**config.mk**
```make
export PLATFORM = sky130hd
export DESIGN_NAME = wtosc_interp
export DESIGN_NICKNAME = d
export VERILOG_FILES = /design/src/rtl/core/wtosc_pkg.sv /design/src/rtl/core/wtosc_interp.sv
export SDC_FILE = /design/constraint.sdc
export NUM_CORES = 1
export LEC_CHECK = 0
export BUFFER_PORTS_ARGS = -buffer_cell sky130_fd_sc_hd__buf_2
export CAP_MARGIN = 20
export CORE_MARGIN = 2
export CORE_UTILIZATION = 30
export CTS_CLUSTER_DIAMETER = 120
export DETAILED_ROUTE_END_ITERATION = 8
export SYNTH_ARGS = -nofsm -noshare
export SYNTH_HDL_FRONTEND = slang
export SYNTH_SLANG_ARGS = --single-unit
```
**constraint.sdc**
```tcl
create_clock -name clk -period 4.7 [get_ports clk]
set_input_delay 0.235 -clock clk [delete_from_list [all_inputs] [get_ports clk]]
set_output_delay 0.235 -clock clk [all_outputs]
set_load 0.01 [all_outputs]
```
**src/rtl/core/wtosc_pkg.sv**
```systemverilog
`timescale 1ns / 1ps
// ----------------------------------------------------------------------------
// wtosc_pkg
// Shared widths, table geometry and request codes of the wavetable oscillator.
// ----------------------------------------------------------------------------
package wtosc_pkg;

    localparam int TABLE_SIZE  = 1024;
    localparam int TABLE_DEPTH = TABLE_SIZE + 1;
    localparam int PHASE_W     = 32;
    localparam int IDX_W       = $clog2(TABLE_SIZE);
    localparam int FRAC_W      = PHASE_W - IDX_W;
    localparam int ADDR_W      = $clog2(TABLE_DEPTH);
    localparam int SAMPLE_W    = 16;
    localparam int DIFF_W      = SAMPLE_W + 1;
    localparam int PROD_W      = DIFF_W + FRAC_W + 1;
    localparam int REQ_W       = 2;

    typedef enum logic [REQ_W-1:0] {
        REQ_SAMPLE = 2'd0,
        REQ_WRITE  = 2'd1,
        REQ_PHASE  = 2'd2
    } req_t;

endpackage

```
**src/rtl/core/wtosc_interp.sv**
```systemverilog
`timescale 1ns / 1ps
// ----------------------------------------------------------------------------
// wtosc_interp
// Two-stage linear interpolation: multiply the neighbor difference by the
// phase fraction, then add the floored quotient back to the lower entry.
// ----------------------------------------------------------------------------
module wtosc_interp import wtosc_pkg::*;
(
    input  logic                       clk,
    input  logic                       rst_n,
    input  logic                       s1_valid,
    output logic                       s1_ready,
    input  logic signed [SAMPLE_W-1:0] entry_a,
    input  logic signed [SAMPLE_W-1:0] entry_b,
    input  logic        [FRAC_W-1:0]   frac,
    output logic                       out_valid,
    input  logic                       out_stall,
    output logic signed [SAMPLE_W-1:0] sample_out
);

    logic                         s2_valid_reg;
    logic                         out_valid_reg;
    logic signed [PROD_W-1:0]     prod_reg;
    logic signed [SAMPLE_W-1:0]   a2_reg;
    logic signed [SAMPLE_W-1:0]   sample_reg;
    logic signed [DIFF_W-1:0]     diff;
    logic signed [PROD_W-1:0]     prod;
    logic        [PROD_W-FRAC_W-1:0] quot;
    logic        [PROD_W-FRAC_W-1:0] sum;
    logic                         en_out;
    logic                         en2;

    assign en_out   = !out_valid_reg || !out_stall;
    assign en2      = !s2_valid_reg || en_out;
    assign s1_ready = en2;

    assign diff = {entry_b[SAMPLE_W-1], entry_b} - {entry_a[SAMPLE_W-1], entry_a};
    assign prod = diff * $signed({1'b0, frac});
    assign quot = prod_reg[PROD_W-1:FRAC_W];
    assign sum  = {{(PROD_W-FRAC_W-SAMPLE_W){a2_reg[SAMPLE_W-1]}}, a2_reg} + quot;

    always_ff @(posedge clk or negedge rst_n)
    begin
        if (!rst_n)
        begin
            s2_valid_reg  <= 1'b0;
            out_valid_reg <= 1'b0;
        end
        else
        begin
            if (en2)
                s2_valid_reg <= s1_valid;
            if (en_out)
                out_valid_reg <= s2_valid_reg;
        end
    end

    always_ff @(posedge clk)
    begin
        if (en2 && s1_valid)
        begin
            prod_reg <= prod;
            a2_reg   <= entry_a;
        end
        if (en_out && s2_valid_reg)
            sample_reg <= sum[SAMPLE_W-1:0];
    end

    assign out_valid  = out_valid_reg;
    assign sample_out = sample_reg;

endmodule

```
==> results.md <==
- Clock-pin slew on the worst setup and hold paths: 0.06 ns
- Clk_lat worst skew: 0.29 ns
- # rows: 81
- CP Capture Type: flop
- Max Root-Sink Buffers: 2
- Critical Path Most Common Cell: fa_1
- EDFF count, synth: 48
- Initial drt markers: 565
- Outcome: finished, violations left
- Unrepaired setup endpoints after global routing: yes
- Core area: 49000 um^2
- Most frequent cell after synthesis: inv_1
- First-pass GRT wire length: 64300 um
- Total CTS buffers: 5
- Rel. slew slack: 64.2%
- Min cycle time layout: 7.35 ns
- Worst slew pin tran: 0.534 ns
- Worst Hold Class: in -> reg
- GP Congestion: 0.900
- Primary FF master, synth: edfxtp_1
- R2r setup slk: 1.63 ns
- Remaining Overflow, GRT: 0
- WP data arrival: 7.39 ns
- Count of cell types in the netlist: 58
- Nets: 2374
- Synthesized flop and latch total: 50
- DRT Wirelength: 38900 um
- Clk sinks: 50
- Cell taking the most area after synthesis: fa_1
- Fmax: 136 MHz
- Top cells by count, synth: inv_1 (397), fa_1 (300), nand2_1 (230)
- Vias per inst: 4.50
- Chip Height: 227 um
- Largest net degree at the start of global routing: 33
- Iteration count of the initial detailed-routing pass: 5
- Min setup slack post-route: -2.65 ns
- Area grow syn2layout: 26.4%
- Share of post-route cells with drive strength above 1: 24.9%
- Crit-path max cell delay: 0.59 ns
- Seq/Total Area, Yosys: 10.0%
- Die X: 227 um
- Synth Instances: 1622
- Drt wl/cell: 15.4 um
- Ranking of synthesized cells by area: fa_1 (40%), ha_1 (13%), inv_1 (10%), edfxtp_1 (9.7%), nand2_1 (5.8%)
- H-Tree Depth: 2
- Critical Path RT: 4.74 ns
- Avg Cell Area, Syn: 9.16 um^2
- CTS root buf: clkbuf_16
- YS warnings: 0
- Startpoint Class: input port
- Post-Syn Area: 14900 um^2
- DP HPWL: 33500 um
- Hold Slack: 0.144 ns
- Post-Syn Nets: 2134
- Violated checks: setup timing
- Post-route ant nets: 0
- Share of the synthesized area in the top cell type: 40.4%
- Ant. Diodes: 0
- Vias in the first global route: 12600
- CTS tree: done
- Slowest CP cell: fa_2
- Final setup vio count: 16
- Final hold violations: 0
- Period utilization: 156%
- Overall Global Routing Usage: 15.7%
- Port Buffer Count: 75
- Initial Util: 30.4%
- CP max FO: 5
- Fraction of registers with async set/reset: 4.00%
- Initial antenna violation count: 0
- Clock skew: 0.00520 ns
- DR DRC count: 0
- Setup CP Type: in -> reg
- Maximum capacitance violations: 0
- Die ar.: 51300 um^2
- Via Count: 11400
- IO Count: 76
- Slew Limit Fails: 0
metrics by stage:
step	worst slack, ns	std cells	setup TNS [ns]	instance area, um^2	util (%)
after floorplan	-2.54	1622	-35.14	15000	-
after global placement	-3.01	2493	-44.27	17700	36.2
after detailed placement	-3.11	2493	-45.39	17700	36.2
after CTS	-2.57	2520	-38.59	18400	37.5
after global routing	-2.91	2527	-44.05	18800	38.4
final	-2.65	2527	-40.19	18800	38.4
routing by layer:
| layer | wire length, um | up-vias | part of all wire, % | track usage, % |
|---|---|---|---|---|
| li1 | - | 5312 | - | - |
| met2 | 20100 | 213 | 52 | 29.1 |
| met1 | 17000 | 5806 | 44 | 20.4 |
| met5 | 0 | - | 0 | 0 |
| met3 | 1240 | 35 | 3.2 | 0.674 |
| met4 | 588 | 0 | 1.5 | 2.78 |
path summary, 6_finish.rpt:
check	start	to	cells past startpoint
worst max-delay path	entry_a[2]	prod_reg[33]	32
worst min-delay path	entry_a[15]	a2_reg[15]	1
worst max register to register	prod_reg[22]	sample_out[14]	12
worst min register to register	s2_valid_reg	out_valid	1
max in group asynchronous	rst_n	s2_valid_reg	2
min in group asynchronous	rst_n	out_valid	2
layout make-up:
class / count / area [um^2]
Timing Repair Buffer: 303 / 2450
Tap cell: 664 / 831
Multi-Input combinational cell: 1105 / 12400
Sequential cell: 50 / 1490
Clock buffer: 6 / 129
Clock inverter: 2 / 13.8
Inverter: 397 / 1510
Fill cell: 4795 / 30200
cells by family (layout without fill, tap and decap cells):
group | after synthesis | after routing | synth area share, %
muxes | 22 | 22 | 1.55
xor gates and xnor gates | 46 | 46 | 2.71
DFF | 50 | 50 | 10.0
AOI/OAI and AO/OA | 95 | 95 | 4.50
buffers and inverters | 467 | 708 | 11.9
and+or+nand+nor | 488 | 488 | 15.9
adders and majority gates | 454 | 454 | 53.4
critical path: cells and delay by family:
kind            cells  cell delay, ns
simple gates        7            1.27
buf+inv             9            0.84
xor+xnor            2            0.23
compound gates      6            1.17
fa+ha+maj           8            3.60
timing repair:
item	in CTS	in global routing
hold buffers	1	0
pin swaps	48	73
gates resized for setup	68	88
endpoints found under the hold margin	2	0
cloned	2	1
buffers inserted	16	10
setup endpoints to repair	16	16
cells in the final DEF (no fill, tap or decap), drive strengths merged, types with 5 or more instances in the layout:
cell      n
edfxtp   48
nor2     33
fa      300
mux2      8
or3       8
buf     301
clkbuf    7
o21a      5
xnor2    35
a211oi    5
ha      154
o21bai    6
a21oi    26
xor2     11
nor2b    46
inv     397
nor3     16
or2       8
nand2   230
nand3    13
o21ai    15
and2     93
nand2b   28
mux2i    14
a21o      9
Power is left out: the tool's default activity adds up to more than one toggle a clock period on the data nets, which glitch-free logic cannot reach.
